File: config.mk
export PLATFORM = sky130hd
export DESIGN_NAME = utf8_sanitizer
export DESIGN_NICKNAME = d
export VERILOG_FILES = /design/src/rtl/u8s_pkg.sv /design/src/rtl/u8s_front.sv /design/src/rtl/u8s_queue.sv /design/src/rtl/u8s_back.sv /design/src/rtl/utf8_sanitizer.sv
export SDC_FILE = /design/constraint.sdc
export NUM_CORES = 1
export LEC_CHECK = 0
export BUFFER_PORTS_ARGS = -buffer_cell sky130_fd_sc_hd__buf_2
export CAP_MARGIN = 10
export CORE_MARGIN = 2
export CORE_UTILIZATION = 55
export DETAILED_ROUTE_END_ITERATION = 6
export PLACE_DENSITY = 0.68
export SYNTH_ARGS = -nofsm -noshare
export SYNTH_HDL_FRONTEND = slang
export SYNTH_SLANG_ARGS = --single-unit
File: constraint.sdc
create_clock -name clk -period 7 [get_ports clk]
set_input_delay 0.7 -clock clk [delete_from_list [all_inputs] [get_ports clk]]
set_output_delay 0.7 -clock clk [all_outputs]
set_load 0.01 [all_outputs]
File: src/rtl/u8s_pkg.sv
package u8s_pkg;

	localparam logic [7:0] ReplChar   = 8'h3F;
	localparam logic [7:0] AsciiMax   = 8'h7F;
	localparam logic [7:0] Lead2Mask  = 8'hE0;
	localparam logic [7:0] Lead2Code  = 8'hC0;
	localparam logic [7:0] Lead3Mask  = 8'hF0;
	localparam logic [7:0] Lead3Code  = 8'hE0;
	localparam logic [7:0] Lead4Mask  = 8'hF8;
	localparam logic [7:0] Lead4Code  = 8'hF0;
	localparam logic [7:0] ContMask   = 8'hC0;
	localparam logic [7:0] ContCode   = 8'h80;

	localparam int MaxResults = 4;
	localparam int QueueDepth = 4;

	// up to four result bytes produced by one input transaction
	typedef struct packed {
		logic [MaxResults-1:0][7:0] bytes;
		logic [MaxResults-1:0]      sub;
		logic [2:0]                 count;
		logic                       done;
		logic                       clean;
	} bundle_t;

	typedef struct packed {
		logic full;
		logic avail;
	} q_stat_t;

	// sequence length announced by a lead byte, zero when the byte is no lead
	function automatic logic [2:0] lead_len(input logic [7:0] b);
		logic [2:0] len;
		len = 3'd0;
		if ((b & Lead2Mask) == Lead2Code) begin
			len = 3'd2;
		end else if ((b & Lead3Mask) == Lead3Code) begin
			len = 3'd3;
		end else if ((b & Lead4Mask) == Lead4Code) begin
			len = 3'd4;
		end
		return len;
	endfunction

endpackage

File: src/rtl/u8s_front.sv
module u8s_front (
	input  logic            clk,
	input  logic            arst_n,
	input  logic            in_valid,
	output logic            in_stall,
	input  logic [7:0]      data_byte,
	input  logic            stream_end,
	input  u8s_pkg::q_stat_t q_stat,
	output logic            push,
	output u8s_pkg::bundle_t push_data
);
	import u8s_pkg::*;

	logic [2:0][7:0] pend_q;
	logic [1:0]      cnt_q;
	logic [2:0]      len_q;
	logic            err_q;

	logic            accept;
	logic            is_cont;
	logic [2:0]      lead;
	bundle_t         bnd;
	logic [2:0]      n;
	logic [1:0]      nxt_cnt;
	logic [2:0]      nxt_len;
	logic            wr_pend;
	logic [1:0]      wr_idx;
	logic            do_fresh;
	logic [1:0]      fresh_pos;

	assign in_stall = q_stat.full;
	assign accept   = in_valid && !q_stat.full;
	assign is_cont  = (data_byte & ContMask) == ContCode;
	assign lead     = lead_len(data_byte);

	always_comb begin
		bnd       = '0;
		n         = 3'd0;
		nxt_cnt   = cnt_q;
		nxt_len   = len_q;
		wr_pend   = 1'b0;
		wr_idx    = 2'd0;
		do_fresh  = 1'b0;
		fresh_pos = 2'd0;

		if (cnt_q != 2'd0) begin
			if (is_cont) begin
				if (({1'b0, cnt_q} + 3'd1) >= len_q) begin
					// sequence complete: release held bytes and this one
					for (int k = 0; k < 3; k++) begin
						if (k < cnt_q) begin
							bnd.bytes[k] = pend_q[k];
						end
					end
					bnd.bytes[cnt_q] = data_byte;
					n       = {1'b0, cnt_q} + 3'd1;
					nxt_cnt = 2'd0;
					nxt_len = 3'd0;
				end else begin
					wr_pend = 1'b1;
					wr_idx  = cnt_q;
					nxt_cnt = cnt_q + 2'd1;
				end
			end else begin
				// broken sequence: replace held bytes, then treat this byte afresh
				for (int k = 0; k < MaxResults; k++) begin
					if (k < cnt_q) begin
						bnd.bytes[k] = ReplChar;
						bnd.sub[k]   = 1'b1;
					end
				end
				n         = {1'b0, cnt_q};
				nxt_cnt   = 2'd0;
				nxt_len   = 3'd0;
				do_fresh  = 1'b1;
				fresh_pos = cnt_q;
			end
		end else begin
			do_fresh = 1'b1;
		end

		if (do_fresh) begin
			if (data_byte <= AsciiMax) begin
				bnd.bytes[fresh_pos] = data_byte;
				n = {1'b0, fresh_pos} + 3'd1;
			end else if (lead != 3'd0) begin
				wr_pend = 1'b1;
				wr_idx  = 2'd0;
				nxt_cnt = 2'd1;
				nxt_len = lead;
			end else begin
				bnd.bytes[fresh_pos] = ReplChar;
				bnd.sub[fresh_pos]   = 1'b1;
				n = {1'b0, fresh_pos} + 3'd1;
			end
		end

		if (stream_end) begin
			// flush whatever is still held as replacements
			for (int k = 0; k < MaxResults; k++) begin
				if ((3'(k) >= n) && (3'(k) < (n + {1'b0, nxt_cnt}))) begin
					bnd.bytes[k] = ReplChar;
					bnd.sub[k]   = 1'b1;
				end
			end
			n       = n + {1'b0, nxt_cnt};
			nxt_cnt = 2'd0;
			nxt_len = 3'd0;
		end

		bnd.count = n;
		bnd.done  = stream_end;
		bnd.clean = !(err_q || (|bnd.sub));
	end

	assign push      = accept && (n != 3'd0);
	assign push_data = bnd;

	always_ff @(posedge clk or negedge arst_n) begin
		if (!arst_n) begin
			cnt_q <= 2'd0;
			len_q <= 3'd0;
			err_q <= 1'b0;
		end else if (accept) begin
			cnt_q <= nxt_cnt;
			len_q <= nxt_len;
			err_q <= stream_end ? 1'b0 : (err_q || (|bnd.sub));
		end
	end

	always_ff @(posedge clk) begin
		if (accept && wr_pend) begin
			pend_q[wr_idx] <= data_byte;
		end
	end

endmodule

File: src/rtl/u8s_queue.sv
module u8s_queue #(
	parameter int DEPTH = u8s_pkg::QueueDepth
) (
	input  logic             clk,
	input  logic             arst_n,
	input  logic             push,
	input  u8s_pkg::bundle_t push_data,
	input  logic             pop,
	output u8s_pkg::bundle_t pop_data,
	output u8s_pkg::q_stat_t q_stat
);
	import u8s_pkg::*;

	localparam int PW = $clog2(DEPTH);
	localparam int CW = $clog2(DEPTH + 1);

	bundle_t         mem_q [DEPTH];
	logic [PW-1:0]   wr_ptr_q;
	logic [PW-1:0]   rd_ptr_q;
	logic [CW-1:0]   cnt_q;

	assign pop_data     = mem_q[rd_ptr_q];
	assign q_stat.full  = cnt_q == CW'(DEPTH);
	assign q_stat.avail = cnt_q != '0;

	always_ff @(posedge clk or negedge arst_n) begin
		if (!arst_n) begin
			wr_ptr_q <= '0;
			rd_ptr_q <= '0;
			cnt_q    <= '0;
		end else begin
			if (push) begin
				wr_ptr_q <= (wr_ptr_q == PW'(DEPTH - 1)) ? '0 : wr_ptr_q + PW'(1);
			end
			if (pop) begin
				rd_ptr_q <= (rd_ptr_q == PW'(DEPTH - 1)) ? '0 : rd_ptr_q + PW'(1);
			end
			case ({push, pop})
				2'b10:   cnt_q <= cnt_q + CW'(1);
				2'b01:   cnt_q <= cnt_q - CW'(1);
				default: cnt_q <= cnt_q;
			endcase
		end
	end

	always_ff @(posedge clk) begin
		if (push) begin
			mem_q[wr_ptr_q] <= push_data;
		end
	end

endmodule

File: src/rtl/u8s_back.sv
module u8s_back (
	input  logic             clk,
	input  logic             arst_n,
	input  u8s_pkg::q_stat_t q_stat,
	input  u8s_pkg::bundle_t q_data,
	output logic             pop,
	output logic             out_valid,
	input  logic             out_stall,
	output logic [7:0]       out_byte,
	output logic             substituted,
	output logic             run_last,
	output logic             stream_done,
	output logic             stream_valid
);
	import u8s_pkg::*;

	bundle_t    cur_q;
	logic       have_q;
	logic [1:0] idx_q;
	logic       last;
	logic       take;
	logic       load;

	assign last = ({1'b0, idx_q} + 3'd1) == cur_q.count;
	assign take = have_q && !out_stall;
	assign load = !have_q || (take && last);
	assign pop  = load && q_stat.avail;

	assign out_valid    = have_q;
	assign out_byte     = cur_q.bytes[idx_q];
	assign substituted  = cur_q.sub[idx_q];
	assign run_last     = last;
	assign stream_done  = last && cur_q.done;
	assign stream_valid = last && cur_q.done && cur_q.clean;

	always_ff @(posedge clk or negedge arst_n) begin
		if (!arst_n) begin
			have_q <= 1'b0;
			idx_q  <= 2'd0;
		end else if (load) begin
			have_q <= q_stat.avail;
			idx_q  <= 2'd0;
		end else if (take) begin
			idx_q <= idx_q + 2'd1;
		end
	end

	// payload of the bundle being played out
	always_ff @(posedge clk) begin
		if (pop) begin
			cur_q <= q_data;
		end
	end

endmodule

File: src/rtl/utf8_sanitizer.sv
// UTF-8 structural sanitiser.
// Input channel: data_byte and stream_end, qualified by in_valid; the block
// holds in_stall high when it cannot take a transaction. Output channel:
// out_byte with substituted, run_last, stream_done and stream_valid,
// qualified by out_valid and held by out_stall from the receiver.
// The front end classifies each byte, holds an open sequence of up to three
// bytes and writes the 0..4 result bytes of that transaction into a
// four-entry queue; the back end plays them out one byte per cycle while
// out_stall is low. The first result of a byte is registered in the queue
// and then in the back end before it shows on out_valid. Throughput: one
// input byte per cycle while each byte yields at most one result; a byte
// with k results takes k output transfers; a full queue raises in_stall.
// stream_done and stream_valid ride on the final result of a stream; all
// stream state is cleared after a byte with stream_end.
// Reset (arst_n low) empties the queue and drops any open sequence.
// A stalled output holds its byte and flags until out_stall falls.
module utf8_sanitizer #(
	parameter int QUEUE_DEPTH = u8s_pkg::QueueDepth
) (
	input  logic       clk,
	input  logic       arst_n,
	input  logic       in_valid,
	output logic       in_stall,
	input  logic [7:0] data_byte,
	input  logic       stream_end,
	output logic       out_valid,
	input  logic       out_stall,
	output logic [7:0] out_byte,
	output logic       substituted,
	output logic       run_last,
	output logic       stream_done,
	output logic       stream_valid
);
	import u8s_pkg::*;

	q_stat_t q_stat;
	bundle_t push_data;
	bundle_t pop_data;
	logic    push;
	logic    pop;

	u8s_front u_front (
		.clk       (clk),
		.arst_n    (arst_n),
		.in_valid  (in_valid),
		.in_stall  (in_stall),
		.data_byte (data_byte),
		.stream_end(stream_end),
		.q_stat    (q_stat),
		.push      (push),
		.push_data (push_data)
	);

	u8s_queue #(
		.DEPTH(QUEUE_DEPTH)
	) u_queue (
		.clk      (clk),
		.arst_n   (arst_n),
		.push     (push),
		.push_data(push_data),
		.pop      (pop),
		.pop_data (pop_data),
		.q_stat   (q_stat)
	);

	u8s_back u_back (
		.clk         (clk),
		.arst_n      (arst_n),
		.q_stat      (q_stat),
		.q_data      (pop_data),
		.pop         (pop),
		.out_valid   (out_valid),
		.out_stall   (out_stall),
		.out_byte    (out_byte),
		.substituted (substituted),
		.run_last    (run_last),
		.stream_done (stream_done),
		.stream_valid(stream_valid)
	);

endmodule

; After elaboration in Yosys (flattened, before gate mapping)
; Memory sizes are Yosys's and may differ from the RTL's. A register that Yosys moved wholly into a read port is not among the register bits.
; Index checks and enable logic that the tools add are counted.
[totals]
reg_bits = 40
latchBits = 0
mem_bits_rw = 164
rom_bits = 0
input_bits = 13
output_inout_bits = 14
elab_cells = 184
memories = 1
[mem_list]
columns = name, words, word_bits, rd, rd_ports_with_merged_regs, wr, line
row1 = u_queue.mem_q, 4, 41, 1, 1, 1, u8s_queue.sv:17  ; bundle_t mem_q [DEPTH];
[classes]
n_addsub = 10
multipliers = 0
div = 0
magnitude_cmp = 20
eq_ne = 10
shift = 0
n_mux = 100
bitwise = 4
reduce_logical = 28
[ops]
columns = cell, n
row1 = $mux 8, 21
row2 = $mux 36, 3
row3 = $mux 32, 3
row4 = $bwmux 32, 2
row5 = $mux 3, 19
row6 = $demux 8 s2, 3
row7 = $mux 2, 19
row8 = $bwmux 24, 1
row9 = $mux 24, 1
row10 = $or 24x24->24, 1
row11 = $mux 1, 20
row12 = $mux 6, 3
row13 = $bmux 8 s2, 1
row14 = $logic_and 1x1->1, 15
row15 = $lt 2x3->1 const B, 4
row16 = $add 2x1->3 const B, 3
row17 = $reduce_bool 3->1, 3
row18 = $add 2x1->2 const B, 4
row19 = $and 8x8->8, 1
row20 = $eq 2x2->1 const B, 4
row21 = $le 8x7->1 const B, 1
row22 = $not 8->8, 1
row23 = $eq 3x3->1 const B, 2
row24 = $ge 1x3->1 const A, 2
row25 = other kinds (23), 35

; Longest topological paths before layout
[logic_depth]
word_depth = 18
mapped_depth = 24
depth_no_buf = 23

; Hierarchy
; From an unflattened synthesis, not the netlist that was laid out.
[unflattened]
cells_unflattened = 592
hier_area_um2 = 10458.8
[by_module_without_submodules]
columns = mod, n_inst, cells_each, area_each_um2, seq_area_each_um2
row1 = u8s_queue, 1, 250, 6382.4, 5099.9
row2 = u8s_front, 1, 269, 2418.6, 870.8
row3 = u8s_back, 1, 73, 1657.8, 1306.3

; Worst setup path after synthesis
; Ideal clock, no wire load.
[synth_timing]
path_kind = register -> register
startpoint = register u_front.cnt_q[0]
endpoint = memory u_queue.mem_q[0][0] (netlist name) (enable)
setup_ns = 0.402
arrival_time_ns = 4.499
t_required_ns = 6.598
slack_ns = 2.099
stages_incl_launch_ff = 18
path_buffers = 0
period_less_slack_ns = 4.901
path_cell_list = dfrtp_1 inv_1 ha_1 ha_1 a21o_1 a31oi_1 nor3_2 nor2_1 inv_1 ha_1 fa_1 ha_1 nand2b_1 nor2_1 nand2_1 nand2_1 a31oi_4 and2_1
[synth_via]
elab_chain_len = 14
elab_cells_between_ends = 26
classes_between = 4 x add/sub / 1 x order compare / 18 x mux / 3 x reduce/logical
[synth_rtl]
columns = element, line
row1 = from (decl), u8s_front.sv:15  ; logic [1:0] cnt_q;
row2 = from (signal assigned), u8s_front.sv:125  ; cnt_q <= nxt_cnt;
row3 = $add 2x1->3, "u8s_front.sv:48, u8s_front.sv:56"
row4 = $ge 3x3->1, u8s_front.sv:48  ; if (({1'b0, cnt_q} + 3'd1) >= len_q) begin
row5 = $mux 3 or $mux 2 (tied branches), u8s_front.sv:48
row6 = $mux 3 or $mux 2 (tied branches), u8s_front.sv:47  ; if (is_cont) begin
row7 = $mux 3 or $mux 2 (tied branches), u8s_front.sv:46  ; if (cnt_q != 2'd0) begin
row8 = $mux 3 or $mux 2 (tied branches), u8s_front.sv:86  ; end else if (lead != 3'd0) begin
row9 = $mux 3 or $mux 2 (tied branches), u8s_front.sv:83  ; if (data_byte <= AsciiMax) begin
row10 = $mux 3 or $mux 2 (tied branches), u8s_front.sv:82  ; if (do_fresh) begin
row11 = $add 3x2->3, u8s_front.sv:106  ; n = n + {1'b0, nxt_cnt};
row12 = $mux 3 (*), u8s_front.sv:98  ; if (stream_end) begin
row13 = $reduce_bool 3->1 (*), u8s_front.sv:116  ; assign push = accept && (n != 3'd0);
row14 = $logic_and 1x1->1 (*), u8s_front.sv:116
row15 = $mux 1 (*), u8s_queue.sv:47  ; if (push) begin
row16 = $mux 1 (not written as such) (*), u8s_queue.sv:48  ; mem_q[wr_ptr_q] <= push_data;
row17 = to (decl), u8s_queue.sv:17
; Every way passes the cells marked *; elsewhere a longest branch is shown, timed or not.

; Worst setup path after layout
[layout_timing]
startpoint = register u_front.cnt_q[0]
endpoint = memory u_queue.mem_q[1][24] (netlist name) (enable)
; Same word-level chain as after synthesis.

==> metrics.yaml <==
status:
  status: "completed"
sta:
  period_needed_ps: 5480
  fmax_ghz: 0.183
  worst_slew_pin_slew_ps: 1170
  whs_ps: 109
  setup_violations: 0
  finalHoldViolCount: 0
  min_period_over_period: 0.782
  clock_skew_ps: 12.3
  rsz0062_at_grt: "false"
  slew_violations: 0
  tns_ps: 0
  slew_headroom: 0.217
min_path:
  hp-class: "input port to asynchronous set/reset pin"
drt:
  ant_nets: 0
  wirelength_um: 20900
  drt_pass1_iterations: 5
  drc_errors: 0
  viasPerCell: 6.19
  drt_iter0_drc: 450
  vias: 5483
  wire_per_inst_um: 23.6
yosys:
  synth.yosys.seq_area_share: 0.702
  syn_inst: 601
  synth_enable_flop_cells: 229
  yosys_register_bits: 245
  synthArstFlopShare: 0.0653
  synth_area_um2: 10400
  ys_types: 59
  ys_warn_count: 0
  post_synth.cell_area_avg_um2: 17.2
  synth_flop_cell: "edfxtp_1"
  synth_nets: 637
setup_path:
  critPathCaptureType: "flop"
  crit_required_ps: 7220
  startpoint: "u_front.cnt_q[0]"
  r2r-end: "u_queue.mem_q[1][24]"
  cp.arrival_ps: 5690
  reg2regPathDepth: 18
  startpoint_type: "flop"
  crit_end: "u_queue.mem_q[1][24]"
  r2r-start: "u_front.cnt_q[0]"
  path_class: "flop to flop"
  rrSetupSlack_ps: 1520
  cp_max_fo: 31
clock_network:
  clk_latency_ps: 520
  root_buffer: "clkbuf_16"
  cts_tree: "built"
  cts_setup_buffers: 0
  cts.hold.buffers_added: 0
  path_clk_slew_ps: 60
  clk_path_buf_depth: 3
  cts-resized-gates: 0
  cts.sinks: 245
  htreeDepth: 1
  cts_buffers: 25
global_route:
  grt_pass1_vias: 5675
  grt_pass1_wl_um: 32700
  overflow: 0
  antenna_found_initial: 0
  grt_max_degree: 45
  grt.total_usage: 0.217
power_and_ir_drop:
  power_density_nw_per_um2: 395
  p_switching_mw: 1.27
  switching_share: 0.279
  clkPwrFrac: 0.286
  seq_power_share: 0.481
  intPower_mw: 3.28
  power_frac_comb: 0.234
  vdd_drop_max_v: 0.000276
  p_leak_nw: 3.96
layout:
  nets: 669
  drive_gt1_frac: 0.215
  area_growth_pct: 11.2
  diodes: 0
floorplanning:
  io_pins: 27
  die_x_um: 141
  dieHeight_um: 141
  start_util: 0.558
  fp.dieArea_um2: 20000
  core_um2: 18600
  num_rows: 50
placement:
  place.gp.congestion: 0.952
  numPortBuffers: 26
  hpwl_um: 13300
flow_run:
  cap_violations: 0
==> flip-flops by register name (all words and copies together) (netlist names) <==
name,count
u_queue.mem_q,164
u_back.idx_q,2
u_back.cur_q,41
u_queue.rd_ptr_q,2
u_front.pend_q,24
u_queue.wr_ptr_q,2
u_front.len_q,3
u_queue.cnt_q,3
u_front.cnt_q,2
u_back.out_valid,1
u_front.err_q,1
==> kinds of logic (layout without fill, tap and decap cells) <==
family	after synthesis	after routing	share of synthesized area
compound gates	99	99	0.0677
xor+xnor	6	6	0.00507
fa+ha+maj	23	23	0.0292
buf+inv	45	96	0.0192
flops	245	245	0.702
mux	57	57	0.116
simple gates	126	126	0.0605
==> critical path, stage by stage (launching register included) <==
cell	delay, ps
dfrtp_1	550
inv_1	180
ha_1	370
ha_1	190
a21o_1	180
a31oi_1	460
nor3_2	110
nor2_1	300
inv_1	110
ha_1	230
fa_1	370
ha_1	320
nand2b_1	170
nor2_1	80
nand2_1	70
nand2_1	80
a31oi_4	240
and2_2	790
buf_4	340
==> Yosys cell counts (3+ instances only) <==
| library cell | instances | area [um2] |
|---|---|---|
| ha_1 | 21 | 263 |
| o22ai_1 | 9 | 56.3 |
| nand2b_1 | 9 | 56.3 |
| nand3_1 | 5 | 25.0 |
| buf_2 | 9 | 45.0 |
| o21ai_0 | 12 | 60.1 |
| clkbuf_1 | 11 | 41.3 |
| nor2b_1 | 8 | 50.1 |
| o221ai_1 | 5 | 43.8 |
| nand2_1 | 39 | 146 |
| xor2_1 | 4 | 35.0 |
| inv_1 | 18 | 67.6 |
| o21a_1 | 5 | 37.5 |
| o211ai_1 | 4 | 30.0 |
| nor3b_1 | 3 | 22.5 |
| a21o_1 | 3 | 22.5 |
| buf_1 | 4 | 15.0 |
| and3_1 | 6 | 37.5 |
| a22oi_1 | 12 | 90.1 |
| mux4_2 | 50 | 1130 |
| dfrtp_1 | 16 | 400 |
| and2_1 | 7 | 43.8 |
| edfxtp_1 | 229 | 6880 |
| o31ai_1 | 7 | 52.6 |
| nor2_1 | 32 | 120 |
| mux2_2 | 5 | 56.3 |
| a21oi_1 | 20 | 100 |
| a22o_1 | 5 | 43.8 |
| nor3_1 | 8 | 40.0 |
==> cell usage in the layout (no fill, tap or decap), drive strengths merged, types with 3 or more instances in the layout <==
cell,count
o211ai,4
a22oi,13
nor3,9
nor2b,8
o22ai,9
nand2b,9
nor2,32
dfrtp,16
edfxtp,229
a21oi,22
o21a,5
ha,21
o21ai,14
a22o,5
and2,7
inv,20
clkbuf,39
a21o,3
xor2,4
o31ai,7
o221ai,5
buf,32
nand2,39
nor3b,4
mux4,50
nand3,6
mux2,5
and3,6
==> through the flow <==
step,setup slack [ps],std cells,cell area [um2],power (mW),utilization
2_1_floorplan,2100,601,10400,2.96,-
3_3_place_gp,1710,840,10700,3.26,0.576
3_5_place_dp,1570,840,10700,3.31,0.576
4_1_cts,1540,886,11500,4.61,0.620
5_1_grt,1110,886,11500,4.78,0.620
6_report,1520,886,11500,4.55,0.620
==> area by class of cell <==
class	instances	area [um2]
flip-flops and latches	245	7280
clock inverters	7	95.1
multi-input cells	311	2900
clock buffers	39	718
well taps	234	293
fillers	1317	7060
inverters	18	67.6
repair buffers	32	175
==> worst min path at each step <==
stage / cells past startpoint / end / slack, ps
2_1_floorplan: 0 / u_back.idx_q[0] / 400
3_3_place_gp: 1 / u_front.len_q[2] / 490
3_5_place_dp: 1 / u_front.len_q[0] / 500
4_1_cts: 1 / u_front.cnt_q[0] / 110
5_1_grt: 1 / u_front.cnt_q[0] / 130
6_report: 1 / u_front.cnt_q[0] / 110
==> power by group through the flow <==
stage | logic, mW | registers (mW) | clock network, mW
6_report | 1.06 | 2.19 | 1.30
5_1_grt | 1.18 | 2.22 | 1.38
4_1_cts | 1.09 | 2.20 | 1.33
3_5_place_dp | 1.09 | 2.22 | 0
3_3_place_gp | 1.05 | 2.20 | 0
2_1_floorplan | 0.857 | 2.10 | 0
==> per-layer routing <==
metal	track usage	share of wire	vias to the layer above
met5	0	0	-
met4	0.0605	0.019	0
met3	0.0287	0.056	35
met2	0.363	0.50	177
met1	0.306	0.43	2815
li1	-	-	2456
Note: power is estimated with default switching activity, not from simulation.
